[src/ghp_pkg.sv]
package ghp_pkg;

    localparam int SLOTS      = 1024;
    localparam int FREE_DEPTH = 256;

    localparam int SLOT_AW  = $clog2(SLOTS);
    localparam int STACK_AW = $clog2(FREE_DEPTH);
    localparam int LIM_W    = 11;
    localparam int DEPTH_W  = 9;
    localparam int GEN_W    = 16;
    localparam int IDX_W    = 16;
    localparam int OP_W     = 3;

    localparam logic [OP_W-1:0] OP_ALLOC   = 3'd0;
    localparam logic [OP_W-1:0] OP_FREE    = 3'd1;
    localparam logic [OP_W-1:0] OP_RESOLVE = 3'd2;
    localparam logic [OP_W-1:0] OP_LOOKUP  = 3'd3;
    localparam logic [OP_W-1:0] OP_CLEAR   = 3'd4;

    localparam logic CFG_SLOT_LIMIT = 1'b0;
    localparam logic CFG_FREE_LIMIT = 1'b1;

    localparam logic [LIM_W-1:0]   SLOT_LIMIT_RST = 11'd1024;
    localparam logic [DEPTH_W-1:0] FREE_LIMIT_RST = 9'd256;

    typedef enum logic [2:0] {
        ST_IDLE,
        ST_EXEC,
        ST_POP,
        ST_SCAN,
        ST_SCAN_CHK,
        ST_CLEAR,
        ST_RESP
    } state_t;

    typedef struct packed {
        logic             occ;
        logic [GEN_W-1:0] gen;
    } slot_entry_t;

    typedef struct packed {
        logic               we;
        logic [SLOT_AW-1:0] waddr;
        slot_entry_t        wdata;
        logic [SLOT_AW-1:0] raddr;
    } slot_req_t;

    typedef struct packed {
        logic                we;
        logic [STACK_AW-1:0] waddr;
        logic [SLOT_AW-1:0]  wdata;
        logic [STACK_AW-1:0] raddr;
    } stack_req_t;

    typedef struct packed {
        logic               ok;
        logic [SLOT_AW-1:0] slot_index;
        logic [GEN_W-1:0]   slot_generation;
    } result_t;

endpackage

[src/ghp_stack_mem.sv]
module ghp_stack_mem (
    input  logic                         aclk,
    input  ghp_pkg::stack_req_t          req,
    output logic [ghp_pkg::SLOT_AW-1:0]  rdata
);
    import ghp_pkg::*;

    logic [SLOT_AW-1:0] mem [FREE_DEPTH];
    logic [SLOT_AW-1:0] rdata_reg;

    always_ff @(posedge aclk) begin
        if (req.we) begin
            mem[req.waddr] <= req.wdata;
        end
        rdata_reg <= mem[req.raddr];
    end

    assign rdata = rdata_reg;

endmodule

[config.mk]
export PLATFORM = sky130hd
export DESIGN_NAME = ghp_stack_mem
export DESIGN_NICKNAME = d
export VERILOG_FILES = /design/src/ghp_pkg.sv /design/src/ghp_stack_mem.sv
export SDC_FILE = /design/constraint.sdc
export NUM_CORES = 2
export LEC_CHECK = 0
export ABC_CLOCK_PERIOD_IN_PS = 3000
export BUFFER_PORTS_ARGS = -buffer_cell sky130_fd_sc_hd__clkbuf_2
export CAP_MARGIN = 10
export CORE_UTILIZATION = 55
export CTS_CLUSTER_SIZE = 25
export DETAILED_ROUTE_END_ITERATION = 7
export PLACE_DENSITY = 0.73
export SYNTH_ARGS = -nofsm -noshare
export SYNTH_HDL_FRONTEND = slang
export SYNTH_SLANG_ARGS = --single-unit
[constraint.sdc]
create_clock -name aclk -period 3 [get_ports aclk]
set_input_delay 0.6 -clock aclk [delete_from_list [all_inputs] [get_ports aclk]]
set_output_delay 0.6 -clock aclk [all_outputs]
set_load 0.05 [all_outputs]
---- Yosys cells after proc, flatten, opt, wreduce, memory -nomap -nowiden ----
Memories as Yosys holds them, arrays and structs flattened. A register that Yosys moved wholly into a read port is not among the register bits.
Cells that the tools add are included.
cells by class
  mux-type cells .......................... 2
operators with widths
  kind               number
  two-way mux 1 bit  2
storage, ports and cells
  output and inout port bits .............. 10
  RAM bits ................................ 2560
  register bits ........................... 0
  memories kept ........................... 1
  word-level logic and storage cells ...... 3
  bits of input ports ..................... 28
memories
  name  words  bits a word  read ports  clocked after memory_dff  wr ports  line                source
  mem   256    10           1           1                         1         ghp_stack_mem.sv:8  logic [SLOT_AW-1:0] mem [FREE_DEPTH];

---- Longest topological paths before layout ----
  depth in word-level cells ............... 2
  gate-level depth with buffers ........... 12
  gate-level depth less buffers ........... 6

---- Worst setup path before layout ----
Ideal clock, no wire load.
  path kind ............................... in2reg
  from .................................... in req[0] (netlist bit)
  to ...................................... reg rdata_reg[3] (netlist: rdata[3]), read port of mem
  cell stages on the path ................. 9
  path buffers ............................ 4
  arrival time ............................ 2416 ps
  slack ................................... 459 ps
  data required time ...................... 2874 ps
  setup time .............................. 126 ps
  cells stage by stage .................... buf_4 > buf_8 > buf_8 > buf_2 > mux4_2 > a22oi_1 > a21oi_1 > nor4_1 > nor3_1
RTL lines
  item             line                source
  start, declared  ghp_stack_mem.sv:3  input ghp_pkg::stack_req_t req,
  end, declared    ghp_stack_mem.sv:9  logic [SLOT_AW-1:0] rdata_reg;

==> impl_metrics.toml <==
[clocking]
clk_pin_slew_ns = 0.06
cts_tree = "yes"
root_buffer = "clkbuf_16"
cts_htree_levels = 4
cts.sinks = 2570
cts_buffers = 239
clockBufferDepth = 3
postCtsSetupBuffers = 0
worstSkewPairLatency_ns = 0.92

[synth]
synth_area_mm2 = 0.0993
synthAdderAreaFrac = 0
synth_compound_area_frac = 0.0371
synthSimpleGateAreaFrac = 0.0232
synth.avg_cell_area_um2 = 21.4
ys_seq_area_frac = 0.777
synth.largest_area_cell = "edfxtp_1"
yosysTopAreaCellShare = 0.775
ys_top_cells_by_count = "2560 x edfxtp_1, 495 x mux4_2, 292 x nor2_1"
ys_ff_latch = 2570
synth_nets = 4670
synth_xor_xnor_area_share = 0
yosys_warnings = 0
synthTopCellsByArea = "edfxtp_1 77%, mux4_2 11%, mux2i_1 2.1%, a22oi_1 1.4%, nor2_1 1.1%"
ys_types = 53
synth_cells = 4642
async_reset_ff_frac = 0
synthMuxAreaShare = 0.144
synth-edff-count = 2560
synth_top_family_by_area = "multiplexers"
synth_flop_cell = "edfxtp_1"
synth.most_common_cell = "edfxtp_1"

[floorplan]
die_w_um = 427
start_util = 0.555
dieArea_mm2 = 0.182
num_io_pins = 38
die_y_um = 427
coreArea_mm2 = 0.179
rows = 155

[route]
drc_errors = 1
via_count = 52000
vias_per_cell = 6.53
first_iter_violations = 7852
wl_mm = 254
detail_route.wl_per_cell_um = 31.9
drtAntennaViolNets = 0
drt-pass1-iter-count = 8

[cells_and_area]
nFillCells = 11500
multi_input_area_mm2 = 0.0204
largest_register_ffs = 2560
postLayoutCellArea_mm2 = 0.115
area_growth_pct = 16.1
fin_cells = 7961
num-nets-final = 5416
drive_above_1_share = 0.293
seq_area_mm2 = 0.0771
post-route-util = 0.645

[timing]
setup_ws_ns = 0.136
finalMaxSlewViolations = 0
finalHoldWorstSlack_ns = 0.0560
layout_min_cycle_time_ns = 2.86
finClkSkew_ns = 0.0442
tns_ns = 0
period_share = 0.955
rsz0062_at_grt = "false"
max_slew_margin = 0.214
setup_viol = 0
max_slew.worst_pin.slew_ns = 1.17
fmax_mhz = 349
hold_violations = 0

[run_status]
status = "complete, but fails checks"
failed_checks = "design-rule violations"

[global_route]
grt_start_max_net_pins = 141
track_usage = 0.283
grt_pass1_wl_mm = 365
antenna_found_initial = 16
first_global_vias = 51900
grt_overflow = 0

[critical_path]
end_kind = "register"
startpoint = "mem[189][1]$_DFFE_PP_"
crit_fanout = 1
cp-endpoint = "rdata[1]$_DFF_P_"
timing.rr.start = "mem[189][1]$_DFFE_PP_"
r2r_setup_slack_ns = 0.14
worst_ep_arrival_time_ns = 3.61
criticalPathCategory = "register to register"
required_ns = 3.74
start_kind = "register"
rr_worst_depth = 7
r2r_end = "rdata[1]$_DFF_P_"

[place]
place_area_mm2 = 0.107
detailedPlace.worstSlack_ns = -1.06
placed_cells = 7501
dp_hpwl_mm = 162
port_buffers = 37
place.gp.congestion = 0.920

[power_and_ir_drop]
power_mw = 73.8
p_per_area_mw_per_mm2 = 640
peakVddDrop_mv = 0.732
leakage_nw = 37.5

[flow_run]
maxCapViolCount = 0

[worst_hold_path]
min_path_type = "input port to register"
## metal layers
metal / vias up / track usage / routed length, um
met5: - / 0 / 62
met4: 10 / 0.107 / 10900
met3: 532 / 0.0530 / 27700
met2: 3348 / 0.445 / 121000
met1: 27000 / 0.397 / 93600
li1: 21100 / - / -
## how the worst min path moves through the flow
| stage | slack [ns] | cells after the start | startpoint | end |
|---|---|---|---|---|
| after floorplan | 0.70 | 0 | req[8] | mem[0][0]$_DFFE_PP_ |
| after global placement | 0.84 | 1 | req[12] | mem[146][4]$_DFFE_PP_ |
| after detailed placement | 0.84 | 1 | req[12] | mem[147][4]$_DFFE_PP_ |
| after CTS | 0.005 | 1 | req[10] | mem[255][2]$_DFFE_PP_ |
| after global routing | 0.03 | 1 | req[10] | mem[253][2]$_DFFE_PP_ |
| final | 0.06 | 1 | req[10] | mem[94][2]$_DFFE_PP_ |
## worst max-delay path: stages (launching register included)
cell and delay (ns):
edfxtp_1 0.37, mux4_2 0.47, o22ai_1 0.25, a31oi_1 0.20
o21a_1 0.31, nor4_1 0.84, buf_4 0.24, nor3_1 0.04
## layout make-up
type	instances	share of cell area
antenna	6	0.000130
multi-input combinational	1785	0.177
timing repair buffer	789	0.0611
clock inverter	160	0.0141
sequential	2570	0.669
clock buffer	293	0.0536
inverter	3	0.0000977
tap	2355	0.0256
## layout by cell type (no fill, tap or decap), types with 12 or more instances in the layout
cell       netlist  layout
nor2b_1         24      20
clkbuf_1       131      54
bufinv_16        0      24
mux2i_1        210     210
nor3_1          32      31
a22o_1          13      13
mux4_1          41      41
nor2_1         292     290
a21oi_1        113     113
buf_4           29     665
o22ai_1         57      57
clkinv_1         0      68
nand3_1         39      39
nand2_1         47      46
buf_12          16      87
o221ai_1        40      40
a221oi_1        15      15
clkinv_2         0      42
mux4_2         495     495
clkbuf_16        0     239
o21ai_0         12      12
a22oi_1        191     191
clkbuf_2         1      23
edfxtp_1      2560    2560
nor4_1          27      27
## kinds of logic after synthesis
kind of cell | after synthesis
buf+inv | 287
mux | 746
flops | 2570
simple gates | 514
compound gates | 525
## timing repair
item	4_1_cts	5_1_grt
hold buffers	1	0
gates resized for setup	1	0
endpoints found under the hold margin	2	0
endpoints found under the setup margin	1	0
## power by group
part / switching (mW) / internal (mW)
logic: 2.59 / 1.58
registers: 0.0930 / 39.6
clock network: 13.2 / 16.8
total: 15.9 / 57.9
No activity file was read; power rests on OpenSTA's default activity.
