`src/ghp_pkg.sv`:
```
package ghp_pkg;

    localparam int SLOTS      = 1024;
    localparam int FREE_DEPTH = 256;

    localparam int SLOT_AW  = $clog2(SLOTS);
    localparam int STACK_AW = $clog2(FREE_DEPTH);
    localparam int LIM_W    = 11;
    localparam int DEPTH_W  = 9;
    localparam int GEN_W    = 16;
    localparam int IDX_W    = 16;
    localparam int OP_W     = 3;

    localparam logic [OP_W-1:0] OP_ALLOC   = 3'd0;
    localparam logic [OP_W-1:0] OP_FREE    = 3'd1;
    localparam logic [OP_W-1:0] OP_RESOLVE = 3'd2;
    localparam logic [OP_W-1:0] OP_LOOKUP  = 3'd3;
    localparam logic [OP_W-1:0] OP_CLEAR   = 3'd4;

    localparam logic CFG_SLOT_LIMIT = 1'b0;
    localparam logic CFG_FREE_LIMIT = 1'b1;

    localparam logic [LIM_W-1:0]   SLOT_LIMIT_RST = 11'd1024;
    localparam logic [DEPTH_W-1:0] FREE_LIMIT_RST = 9'd256;

    typedef enum logic [2:0] {
        ST_IDLE,
        ST_EXEC,
        ST_POP,
        ST_SCAN,
        ST_SCAN_CHK,
        ST_CLEAR,
        ST_RESP
    } state_t;

    typedef struct packed {
        logic             occ;
        logic [GEN_W-1:0] gen;
    } slot_entry_t;

    typedef struct packed {
        logic               we;
        logic [SLOT_AW-1:0] waddr;
        slot_entry_t        wdata;
        logic [SLOT_AW-1:0] raddr;
    } slot_req_t;

    typedef struct packed {
        logic                we;
        logic [STACK_AW-1:0] waddr;
        logic [SLOT_AW-1:0]  wdata;
        logic [STACK_AW-1:0] raddr;
    } stack_req_t;

    typedef struct packed {
        logic               ok;
        logic [SLOT_AW-1:0] slot_index;
        logic [GEN_W-1:0]   slot_generation;
    } result_t;

endpackage

```
`src/ghp_ctrl.sv`:
```
module ghp_ctrl (
    input  logic                          aclk,
    input  logic                          aresetn,
    input  logic                          in_valid,
    output logic                          in_ready,
    input  logic [ghp_pkg::OP_W-1:0]      in_op,
    input  logic [ghp_pkg::IDX_W-1:0]     in_index,
    input  logic [ghp_pkg::GEN_W-1:0]     in_gen,
    input  logic [ghp_pkg::LIM_W-1:0]     slot_limit,
    input  logic [ghp_pkg::DEPTH_W-1:0]   free_limit,
    input  logic                          out_free,
    output logic                          res_valid,
    output ghp_pkg::result_t              res,
    output ghp_pkg::slot_req_t            slot_req,
    input  ghp_pkg::slot_entry_t          slot_rdata,
    output ghp_pkg::stack_req_t           stack_req,
    input  logic [ghp_pkg::SLOT_AW-1:0]   stack_rdata
);
    import ghp_pkg::*;

    state_t              state_reg, state_next;
    logic [OP_W-1:0]     op_reg, op_next;
    logic [IDX_W-1:0]    idx_reg, idx_next;
    logic [GEN_W-1:0]    gen_reg, gen_next;
    logic [SLOT_AW-1:0]  slot_reg, slot_next;
    logic [LIM_W-1:0]    cur_reg, cur_next;
    logic                phase_reg, phase_next;
    logic [LIM_W-1:0]    scan_start_reg, scan_start_next;
    logic [DEPTH_W-1:0]  count_reg, count_next;
    logic [SLOT_AW-1:0]  clr_cnt_reg, clr_cnt_next;
    logic                clr_resp_reg, clr_resp_next;
    result_t             hold_reg, hold_next;

    logic [LIM_W-1:0]    lim;
    logic [DEPTH_W-1:0]  eff_depth;
    logic                accept;
    logic                idx_live;
    logic                gen_match;
    logic [GEN_W-1:0]    alloc_gen;
    logic [GEN_W-1:0]    gen_plus;
    logic [GEN_W-1:0]    bumped_gen;
    logic                pop_ok;
    logic                clr_last;
    logic                scan_issue;
    logic                scan_wrap;
    logic                scan_hit;
    logic                fin;
    result_t             fin_res;

    assign lim       = (slot_limit > LIM_W'(SLOTS)) ? LIM_W'(SLOTS) : slot_limit;
    assign eff_depth = (free_limit > DEPTH_W'(FREE_DEPTH)) ? DEPTH_W'(FREE_DEPTH) : free_limit;
    assign in_ready  = (state_reg == ST_IDLE);
    assign accept    = in_valid && in_ready;

    assign idx_live  = (idx_reg != '0) && (idx_reg < {{(IDX_W-LIM_W){1'b0}}, lim})
                       && slot_rdata.occ;
    assign gen_match = (slot_rdata.gen == gen_reg);
    assign alloc_gen = (slot_rdata.gen == '0) ? GEN_W'(1) : slot_rdata.gen;
    assign gen_plus  = gen_reg + GEN_W'(1);
    // generation 0 is never handed out
    assign bumped_gen = (gen_plus == '0) ? GEN_W'(1) : gen_plus;

    assign pop_ok   = (stack_rdata != '0) && ({1'b0, stack_rdata} < lim);
    assign clr_last = (clr_cnt_reg == SLOT_AW'(SLOTS - 1));
    assign scan_hit = !slot_rdata.occ && (cur_reg != '0);

    // first pass walks scan_start .. lim-1, second pass 1 .. scan_start-1
    always_comb begin
        scan_issue = 1'b0;
        scan_wrap  = 1'b0;
        if (!phase_reg) begin
            if (cur_reg < lim) begin
                scan_issue = 1'b1;
            end else begin
                scan_wrap = 1'b1;
            end
        end else if ((cur_reg < scan_start_reg) && (cur_reg < lim)) begin
            scan_issue = 1'b1;
        end
    end

    // completion of an item and its result
    always_comb begin
        fin     = 1'b0;
        fin_res = '0;
        unique case (state_reg)
            ST_EXEC: begin
                fin = 1'b1;
                unique case (op_reg)
                    OP_ALLOC: begin
                        fin_res = '{ok: 1'b1, slot_index: slot_reg, slot_generation: alloc_gen};
                    end
                    OP_FREE: begin
                        fin_res.ok = idx_live && gen_match;
                    end
                    OP_RESOLVE: begin
                        if (idx_live && gen_match) begin
                            fin_res = '{ok: 1'b1, slot_index: idx_reg[SLOT_AW-1:0],
                                        slot_generation: slot_rdata.gen};
                        end
                    end
                    OP_LOOKUP: begin
                        if (idx_live) begin
                            fin_res = '{ok: 1'b1, slot_index: idx_reg[SLOT_AW-1:0],
                                        slot_generation: slot_rdata.gen};
                        end
                    end
                    default: begin
                        fin_res = '0;
                    end
                endcase
            end
            ST_POP: begin
                fin = !pop_ok;
            end
            ST_SCAN: begin
                fin = !scan_issue && !scan_wrap;
            end
            ST_SCAN_CHK: begin
                fin = scan_hit;
                if (scan_hit) begin
                    fin_res = '{ok: 1'b1, slot_index: cur_reg[SLOT_AW-1:0],
                                slot_generation: alloc_gen};
                end
            end
            ST_CLEAR: begin
                fin        = clr_last && clr_resp_reg;
                fin_res.ok = 1'b1;
            end
            default: begin
                fin = 1'b0;
            end
        endcase
    end

    always_comb begin
        state_next = state_reg;
        unique case (state_reg)
            ST_IDLE: begin
                if (accept) begin
                    unique case (in_op)
                        OP_ALLOC: state_next = (count_reg != '0) ? ST_POP : ST_SCAN;
                        OP_CLEAR: state_next = ST_CLEAR;
                        default:  state_next = ST_EXEC;
                    endcase
                end
            end
            ST_POP:      state_next = ST_EXEC;
            ST_SCAN:     state_next = scan_issue ? ST_SCAN_CHK : ST_SCAN;
            ST_SCAN_CHK: state_next = ST_SCAN;
            ST_CLEAR:    state_next = clr_last ? ST_IDLE : ST_CLEAR;
            ST_RESP:     state_next = out_free ? ST_IDLE : ST_RESP;
            default:     state_next = ST_IDLE;
        endcase
        if (fin) begin
            state_next = out_free ? ST_IDLE : ST_RESP;
        end
    end

    always_comb begin
        op_next         = op_reg;
        idx_next        = idx_reg;
        gen_next        = gen_reg;
        slot_next       = slot_reg;
        cur_next        = cur_reg;
        phase_next      = phase_reg;
        scan_start_next = scan_start_reg;
        count_next      = count_reg;
        clr_cnt_next    = clr_cnt_reg;
        clr_resp_next   = clr_resp_reg;
        hold_next       = hold_reg;
        res_valid       = 1'b0;
        res             = fin_res;
        slot_req        = '{we: 1'b0, waddr: '0, wdata: '0, raddr: in_index[SLOT_AW-1:0]};
        stack_req       = '{we: 1'b0, waddr: '0, wdata: '0,
                            raddr: STACK_AW'(count_reg - DEPTH_W'(1))};

        unique case (state_reg)
            ST_IDLE: begin
                if (accept) begin
                    op_next  = in_op;
                    idx_next = in_index;
                    gen_next = in_gen;
                    if (in_op == OP_ALLOC) begin
                        if (count_reg != '0) begin
                            count_next = count_reg - DEPTH_W'(1);
                        end else begin
                            cur_next   = scan_start_reg;
                            phase_next = 1'b0;
                        end
                    end else if (in_op == OP_CLEAR) begin
                        clr_cnt_next    = '0;
                        clr_resp_next   = 1'b1;
                        count_next      = '0;
                        scan_start_next = LIM_W'(1);
                    end
                end
            end
            ST_POP: begin
                slot_req.raddr = stack_rdata;
                slot_next      = stack_rdata;
            end
            ST_EXEC: begin
                if (op_reg == OP_ALLOC) begin
                    slot_req.we    = 1'b1;
                    slot_req.waddr = slot_reg;
                    slot_req.wdata = '{occ: 1'b1, gen: alloc_gen};
                end else if ((op_reg == OP_FREE) && idx_live && gen_match) begin
                    slot_req.we    = 1'b1;
                    slot_req.waddr = idx_reg[SLOT_AW-1:0];
                    slot_req.wdata = '{occ: 1'b0, gen: bumped_gen};
                    if (count_reg < eff_depth) begin
                        stack_req.we    = 1'b1;
                        stack_req.waddr = count_reg[STACK_AW-1:0];
                        stack_req.wdata = idx_reg[SLOT_AW-1:0];
                        count_next      = count_reg + DEPTH_W'(1);
                    end
                end
            end
            ST_SCAN: begin
                slot_req.raddr = cur_reg[SLOT_AW-1:0];
                if (scan_wrap) begin
                    phase_next = 1'b1;
                    cur_next   = LIM_W'(1);
                end
            end
            ST_SCAN_CHK: begin
                if (scan_hit) begin
                    slot_req.we     = 1'b1;
                    slot_req.waddr  = cur_reg[SLOT_AW-1:0];
                    slot_req.wdata  = '{occ: 1'b1, gen: alloc_gen};
                    scan_start_next = cur_reg + LIM_W'(1);
                end else begin
                    cur_next = cur_reg + LIM_W'(1);
                end
            end
            ST_CLEAR: begin
                slot_req.we    = 1'b1;
                slot_req.waddr = clr_cnt_reg;
                slot_req.wdata = '0;
                clr_cnt_next   = clr_cnt_reg + SLOT_AW'(1);
            end
            ST_RESP: begin
                res_valid = out_free;
                res       = hold_reg;
            end
            default: begin
                res_valid = 1'b0;
            end
        endcase

        if (fin) begin
            res_valid = out_free;
            hold_next = fin_res;
        end
    end

    always_ff @(posedge aclk) begin
        if (!aresetn) begin
            state_reg      <= ST_CLEAR;
            clr_cnt_reg    <= '0;
            clr_resp_reg   <= 1'b0;
            count_reg      <= '0;
            scan_start_reg <= LIM_W'(1);
        end else begin
            state_reg      <= state_next;
            clr_cnt_reg    <= clr_cnt_next;
            clr_resp_reg   <= clr_resp_next;
            count_reg      <= count_next;
            scan_start_reg <= scan_start_next;
        end
    end

    always_ff @(posedge aclk) begin
        op_reg    <= op_next;
        idx_reg   <= idx_next;
        gen_reg   <= gen_next;
        slot_reg  <= slot_next;
        cur_reg   <= cur_next;
        phase_reg <= phase_next;
        hold_reg  <= hold_next;
    end

endmodule

```
`config.mk`:
```
export PLATFORM = sky130hd
export DESIGN_NAME = ghp_ctrl
export DESIGN_NICKNAME = d
export VERILOG_FILES = /design/src/ghp_pkg.sv /design/src/ghp_ctrl.sv
export SDC_FILE = /design/constraint.sdc
export NUM_CORES = 1
export LEC_CHECK = 0
export ABC_AREA = 1
export BUFFER_PORTS_ARGS = -buffer_cell sky130_fd_sc_hd__buf_2
export CORE_MARGIN = 2
export CORE_UTILIZATION = 57
export CTS_CLUSTER_SIZE = 40
export DETAILED_ROUTE_END_ITERATION = 16
export GPL_TIMING_DRIVEN = 0
export PLACE_DENSITY = 0.83
export REMOVE_ABC_BUFFERS = 1
export SYNTH_ARGS = -nofsm -noshare
export SYNTH_HDL_FRONTEND = slang
export SYNTH_SLANG_ARGS = --single-unit
```
`constraint.sdc`:
```
create_clock -name aclk -period 7.7 [get_ports aclk]
set_input_delay 1.54 -clock aclk [delete_from_list [all_inputs] [get_ports aclk]]
set_output_delay 1.54 -clock aclk [all_outputs]
set_load 0.02 [all_outputs]
```
Yosys cells after proc, flatten, opt, wreduce, memory -nomap -nowiden:

Cells that the tools add are included.

* output and inout port bits: 94
* bits of input ports: 86
* logic and storage cells: 154
* bits in registers: 118

* equal/unequal tests: 26
* reductions and logical operators: 36
* magnitude comparators: 7
* bitwise gates (word level): 1
* muxes and demuxes: 65
* add/sub/neg operators: 5

Operator list (count)
* two-way mux 11 bit: 10
* two-way mux 27 bit: 4
* two-way mux 28 bit: 3
* case mux 28 bit (3 select lines): 1
* case mux 26 bit (3 select lines): 1
* two-way mux 19 bit: 4
* two-way mux 9 bit: 8
* case mux 26 bit (2 select lines): 1
* case mux 10 bit (2 select lines): 2
* case mux 11 bit (3 select lines): 1
* logical NOT 16 bit: 2
* two-way mux 16 bit: 2
* two-way mux 10 bit: 3
* < comparator 11 bit: 2
* case mux 11 bit (2 select lines): 1
* case mux 3 bit (6 select lines): 1
* case mux 9 bit (2 select lines): 1
* adder 16 x 1 -> 16 bit (second input constant): 1
* == test 16 bit: 1
* < comparator 16 x 11 -> 1 bit: 1
* inequality test 2 bit (second input constant): 8
* nonzero test 16 bit: 1
* two-way mux 3 bit: 5
* == test 3 x 2 -> 1 bit (second input constant): 4
* other kinds (34): 72

Longest topological paths before layout:

Gate-level depths: netlist of run 1.

* depth after elaboration: 10
* gate-level depth with buffers: 20
* depth with buffers taken out: 18

Worst setup path after synthesis of run 1:

OpenSTA, ideal clock, no wires.

* kind: input to output
* from: input port slot_limit[2] (netlist bit)
* to: output port res_valid
* arrival: 4158 ps
* stages: 16
* path buffers: 1
* slack: 2002 ps
* data required time: 6160 ps
* path through: nor2_1 -> nand3_1 -> o21bai_1 -> buf_2 -> nand2_1 -> ha_1 -> nand2_1 -> o21a_1 -> o221a_2 -> nand2_1 -> inv_1 -> nand2_1 -> nand2_1 -> nand2_1 -> nor2_1 -> nor2_1

* cells in the longest elaborated chain, start to end: 10
* elaborated cells on any way between the ends: 17
* classes of those cells: 3 x order compare; 8 x mux; 6 x reduce/logical

RTL lines
* start, declared: RTL line ghp_ctrl.sv:9 `input logic [ghp_pkg::LIM_W-1:0] slot_limit,`
* greater-than comparator 11 bit: RTL line ghp_ctrl.sv:50 `assign lim = (slot_limit > LIM_W'(SLOTS)) ? LIM_W'(SLOTS) : slot_limit;`
* two-way mux 11 bit *: RTL line ghp_ctrl.sv:50
* < comparator 11 bit: RTL line ghp_ctrl.sv:72, ghp_ctrl.sv:77
* logical AND 1 bit: RTL line ghp_ctrl.sv:77 `end else if ((cur_reg < scan_start_reg) && (cur_reg < lim)) begin`
* two-way mux 1 bit: RTL line ghp_ctrl.sv:77
* two-way mux 1 bit: RTL line ghp_ctrl.sv:71 `if (!phase_reg) begin`
* logical NOT 1 bit: RTL line ghp_ctrl.sv:117 `fin = !scan_issue && !scan_wrap;`
* logical AND 1 bit: RTL line ghp_ctrl.sv:117
* case mux 1 bit (5 select lines) *: RTL line ghp_ctrl.sv:86 `unique case (state_reg)`
* named net fin: RTL line ghp_ctrl.sv:47 `logic fin;`
* two-way mux 1 bit *: RTL line ghp_ctrl.sv:252 `if (fin) begin`
* end, declared: RTL line ghp_ctrl.sv:12 `output logic res_valid,`

The timed path passes the listed nets; every way through them passes the cells marked *.

Final worst setup path of run 1:

* from: input port slot_limit[0] (netlist bit)
* to: output port res_valid

Same word-level chain as after synthesis.

==> flow_metrics.py, run 1 <==
metrics = {
    "global_routing": {
        "grt_max_degree": 29,
        "track_usage": 0.323,
        "antenna_found_initial": 0,
        "overflow": 0,
        "grt_pass1_vias": 8155,
        "grt_first_pass_wirelength_mm": 40.2,
    },
    "timing": {
        "tightest_slew_ns": 1.33,
        "timing.final.ws_setup_ns": 0.716,
        "finalMaxSlewViolations": 0,
        "fin_crit_sh": 0.907,
        "rsz0062_at_grt": "no",
        "final-hold-violation-count": 0,
        "min_period_ns": 6.98,
        "setup_violations": 0,
        "fmax_mhz": 143,
        "max_slew_margin": 0.112,
        "fin_setup_tns_ns": 0,
        "finalClockSkew_ns": 0.00631,
    },
    "setup_path": {
        "cp_cell_sequence": "buf_2, nor2_1, nand3_1, o21bai_1, nand2_1, ha_1, a21oi_1, o21a_1, o221a_2, nand2_1, a21oi_1, nand2_1, nand2_1, nor2_1, nor2_1, buf_2",
        "critPathRequiredTime_ns": 6.16,
        "worstSetupEndpointType": "output pin",
        "critical-path-max-stage-delay_ns": 0.97,
        "crit_top_cell": "nand2_1",
        "cp_slowest_cell": "nand2_1",
        "critPathKind": "input port to output pin",
        "path_max_fanout": 28,
        "arrival_ns": 5.44,
        "cp-start-kind": "input port",
    },
    "floorplan": {
        "dieArea_um2": 15600,
        "die_w_um": 125,
        "core_um2": 14400,
        "die_h_um": 125,
        "num_io_pins": 180,
        "rows": 44,
        "start_util": 0.579,
    },
    "layout": {
        "antenna_cells": 0,
        "largest_reg_flops": 27,
        "area_growth_pct": 19.7,
        "fin_nets": 1455,
        "finish.utilization": 0.693,
        "final_cell_area_um2": 10000,
        "drive_gt1_frac": 0.189,
    },
    "synthesis": {
        "synthTopCellsByCount": "nand2_1 (327), inv_1 (120), nor2_1 (113)",
        "synthXorXnorAreaFrac": 0.0323,
        "synth.most_common_cell": "nand2_1",
        "synth_area_leaders": "edfxtp_1 (30%), nand2_1 (15%), dfxtp_1 (8.1%)",
        "ys_types": 52,
        "avgSynthCellArea_um2": 7.34,
        "synth_edf_count": 84,
        "ys_seq_elements": 118,
        "synthFlopType": "edfxtp_1",
        "ys_warn_count": 0,
        "synth_compound_area_frac": 0.139,
        "synthSimpleGateAreaFrac": 0.292,
        "synth.area.mux_share": 0,
        "synth_top_cell_by_area": "edfxtp_1",
        "synth.top_cell.area_share": 0.302,
        "synth_fa_ha_area_frac": 0.0809,
        "ys_seq_area_frac": 0.383,
        "netlist_area_um2": 8360,
        "synthArstFlopShare": 0,
        "syn_inst": 1138,
        "synth_top_family_by_area": "simple AND/OR/NAND/NOR gates",
    },
    "detailed_routing": {
        "wl_mm": 25.4,
        "num_vias": 8665,
        "first_pass_iters": 7,
        "wire_per_inst_um": 16.8,
        "vias_per_cell": 5.73,
        "first_iter_violations": 863,
        "postRouteAntennaNets": 0,
        "post-route-drc-count": 0,
    },
    "min_path": {
        "min-delay-path-class": "flop to flop",
    },
    "placed_design": {
        "routabilityCongestion": 0.930,
        "port_buffers": 179,
        "post-place-ws_ns": 0.744,
        "postPlaceCellArea_um2": 9480,
        "hpwl_mm": 19.2,
    },
    "power": {
        "irDropWorstVdd_mv": 0.179,
        "p_per_area_nw_per_um2": 341,
        "p_leak_nw": 4.75,
    },
    "clock_tree": {
        "cts_setup_buffers": 0,
        "postCtsResizedCells": 0,
        "cts_buffer_depth": 2,
        "clkTransAtPathRegs_ns": 0.05,
        "cts.sink_count": 118,
        "tritoncts": "built",
        "hold_buffers": 0,
        "cts_max_level": 4,
        "clkLatencyLatePin_ns": 0.43,
        "cts_buffers": 17,
        "ctsRootBufferMaster": "clkbuf_16",
    },
    "job": {
        "maxCapViolations": 0,
    },
    "status": {
        "status": "finished, final reports clean",
    },
}
[cells in the final DEF (no fill, tap or decap), types with 3 or more instances in the layout]
cell type	netlist	final
o21ai_0	73	73
nand2_2	4	4
edfxtp_1	84	84
inv_1	120	120
nor3_1	14	14
nor2_4	3	4
ha_1	54	54
buf_2	9	179
xnor2_1	7	7
nand3_1	62	62
nand4_1	13	13
nor4_1	16	16
a211oi_1	3	3
o21ai_1	27	27
nor2_2	6	6
clkbuf_1	13	3
o31ai_1	3	3
clkinv_2	0	6
nor2_1	113	112
o221ai_1	8	8
nand3b_1	3	3
o211ai_1	6	6
inv_2	11	11
a21oi_1	63	63
clkinvlp_4	0	3
nand2_1	327	327
xor2_1	22	22
clkbuf_16	0	17
dfxtp_1	34	34
[critical path, delay by kind of cell]
| kind | cells | cell delay (ns) |
|---|---|---|
| adder cells (fa/ha/maj) | 1 | 0.37 |
| buffers and inverters | 2 | 0.28 |
| AO/OA/AOI/OAI | 5 | 1.33 |
| AND/OR/NAND/NOR | 8 | 1.90 |
[final timing paths]
check           startpoint      endpoint  slack [ns]  cells past startpoint
max reg2reg   state_reg[1]  hold_reg[21]        3.35                      6
min           clr_resp_reg  clr_resp_reg        0.47                      2
min reg2reg   clr_resp_reg  clr_resp_reg        0.47                      2
max          slot_limit[0]     res_valid        0.72                     16
[cell families after synthesis]
kind of cell	Yosys count
AND/OR/NAND/NOR	572
AO/OA/AOI/OAI	206
buffers and inverters	158
flip-flops	118
adder cells (fa/ha/maj)	54
XOR/XNOR	30
[stage by stage]
| step | total power (W) | hold WS, ns | instances |
|---|---|---|---|
| 6_report | 0.00341 | 0.475 | 1511 |
| 4_1_cts | 0.00339 | 0.474 | 1511 |
| 3_5_place_dp | 0.00266 | 0.460 | 1480 |
| 2_1_floorplan | 0.00211 | 0.436 | 1112 |
| 3_3_place_gp | 0.00259 | 0.453 | 1475 |
| 5_1_grt | 0.00363 | 0.498 | 1511 |
[where the power goes]
group / leakage (nW) / internal [W] / switching (W)
Combinational: 3.43 / 0.000505 / 0.00110
Clock: 0.253 / 0.000435 / 0.000283
Sequential: 1.06 / 0.000920 / 0.000165
[routing by layer]
layer	track usage	vias to the layer above	share of wire
met3	0.0732	76	0.092
met2	0.546	440	0.48
met5	0	-	0
met1	0.397	3960	0.40
li1	-	4189	-
met4	0.140	0	0.034
[area by class of cell]
cell class	count	area, µm²
Tap cell	184	230
Inverter	132	495
Clock buffer	20	437
Sequential cell	118	3200
Clock inverter	11	86.3
Multi-Input combinational cell	862	4570
Fill cell	1234	4420
Timing Repair Buffer	184	981
Power figures use the tool's default switching activity.
==> inputs of run 2 (changes only) <==
- CORE_ASPECT_RATIO: unset -> 0.5
==> run 2 against run 1 <==
Compared with the run above:
- critical path depth stayed put
- setup slack worse by 0.15 ns
- hold slack worse by 0.0095 ns
- cell area is 2.0% higher
- global-route usage is 2.4 points higher
- count of clock-buffer cells in the layout is 3 higher
- via count is 3.2% higher
- sequential power hardly changed
- register-to-register slack better by 0.63 ns
==> flow_metrics.py, run 2 (synthesized netlist as in run 1, its figures left out) <==
metrics = {
    "status": {
        "status": "finished, final reports clean",
    },
    "min_path": {
        "min-delay-path-class": "flop to flop",
    },
    "power": {
        "irDropWorstVdd_mv": 0.179,
        "p_leak_nw": 4.83,
        "p_per_area_nw_per_um2": 358,
    },
    "timing": {
        "final-hold-violation-count": 0,
        "max_slew_margin": 0.280,
        "tightest_slew_ns": 1.08,
        "min_period_ns": 7.13,
        "holdWs_ns": 0.465,
        "setup_violations": 0,
        "fin_setup_tns_ns": 0,
        "rsz0062_at_grt": "no",
        "fmax_mhz": 140,
        "fin_crit_sh": 0.926,
        "finalClockSkew_ns": 0.0105,
        "finalMaxSlewViolations": 0,
    },
    "detailed_routing": {
        "post-route-drc-count": 0,
        "first_pass_iters": 6,
        "num_vias": 8938,
        "wl_mm": 26.9,
        "first_iter_violations": 1118,
        "postRouteAntennaNets": 0,
        "wire_per_inst_um": 17.6,
        "vias_per_cell": 5.85,
    },
    "layout": {
        "drive_gt1_frac": 0.191,
        "largest_reg_flops": 27,
        "fin_nets": 1457,
        "layout_common_cells": "nand2_1 (327), buf_2 (180), inv_1 (120), nor2_1 (112), edfxtp_1 (84)",
        "antenna_cells": 0,
        "final_common_cell": "nand2_1",
        "area_growth_pct": 22.0,
    },
    "setup_path": {
        "crit_family": "simple AND/OR/NAND/NOR gates",
        "worstSetupEndpointType": "output pin",
        "cp-start-kind": "input port",
        "path_max_fanout": 19,
        "critical-path-max-stage-delay_ns": 0.61,
        "cp_slowest_cell": "o21bai_1",
        "critPathBufInv": 3,
        "critPathRequiredTime_ns": 6.16,
        "cp_cell_sequence": "buf_2, nor2_1, nand3_1, o21bai_1, nand2_1, ha_1, nand2_1, inv_1, o21ai_0, nand4_1, a21oi_2, nand2_2, nand3_1, nand2_2, o21ai_1, buf_2",
        "critPathKind": "input port to output pin",
        "arrival_ns": 5.59,
    },
    "clock_tree": {
        "clkLatencyLatePin_ns": 0.42,
        "cts_buffer_depth": 2,
        "hold_buffers": 0,
        "postCtsResizedCells": 0,
        "cts_max_level": 4,
        "ctsRootBufferMaster": "clkbuf_16",
        "cts_setup_buffers": 0,
        "clkTransAtPathRegs_ns": 0.05,
        "tritoncts": "built",
        "cts.sink_count": 118,
        "cts_buffers": 17,
    },
    "placed_design": {
        "routabilityCongestion": 0.943,
        "port_buffers": 179,
        "hpwl_mm": 19.8,
    },
    "global_routing": {
        "track_usage": 0.346,
        "grt_first_pass_wirelength_mm": 41.9,
        "overflow": 0,
        "antenna_found_initial": 0,
        "grt_pass1_vias": 8399,
        "grt_max_degree": 29,
    },
    "job": {
        "maxCapViolations": 0,
    },
    "floorplan": {
        "rows": 31,
        "die_h_um": 89.6,
        "start_util": 0.581,
        "num_io_pins": 180,
        "die_w_um": 175,
        "dieArea_um2": 15700,
        "core_um2": 14400,
    },
}
[run 2: cell types whose count changed in the layout (fill, tap and decap cells not counted), sizes merged]
| cell | delta |
|---|---|
| buf | +2 |
| clkinv | -4 |
| clkbuf | +3 |
| clkinvlp | -2 |
| bufinv | +4 |
[run 2: power by group]
group	switching, W	internal (W)
Clock	0.000295	0.000598
Combinational	0.00114	0.000534
Sequential	0.000170	0.000916
Total	0.00160	0.00205
[run 2: final timing paths]
path         cells after the start     startpoint           end  slack (ns)
min reg2reg                      2   clr_resp_reg  clr_resp_reg        0.46
max reg2reg                      7   state_reg[1]  hold_reg[14]        3.98
max                             16  slot_limit[4]        res[1]        0.57
min                              2   clr_resp_reg  clr_resp_reg        0.46
[run 2: metrics by stage]
step | cells | worst slack, ns | instance area, µm² | util | power, W
2_1_floorplan | 1112 | 1.78 | 8250 | - | 0.00211
3_3_place_gp | 1489 | 0.399 | 9390 | 0.653 | 0.00259
3_5_place_dp | 1495 | 0.664 | 9520 | 0.662 | 0.00269
4_1_cts | 1527 | 0.653 | 10200 | 0.707 | 0.00360
5_1_grt | 1528 | 0.327 | 10200 | 0.709 | 0.00387
6_report | 1528 | 0.569 | 10200 | 0.709 | 0.00365
[run 2: worst reg2reg max path: cells and delay by family (launching register included)]
| kind | cells | cell delay [ns] |
|---|---|---|
| AO/OA/AOI/OAI | 1 | 0.45 |
| buffers and inverters | 2 | 0.88 |
| flip-flops | 1 | 0.50 |
| AND/OR/NAND/NOR | 4 | 1.57 |
[run 2: area by class of cell]
cell class,count,area (µm²)
clock inverters,9,171
well taps,198,248
inverters,132,495
flip-flops and latches,118,3200
repair buffers,186,1030
fillers,1148,4190
clock buffers,23,478
multi-input cells,862,4570
[run 2: metal layers]
metal / vias to the layer above / global-route usage / routed length [µm]
li1: 4217 / - / -
met1: 4099 / 0.452 / 11000
met2: 536 / 0.584 / 12300
met3: 86 / 0.0535 / 2640
met4: 0 / 0.159 / 882
met5: - / 0 / 0
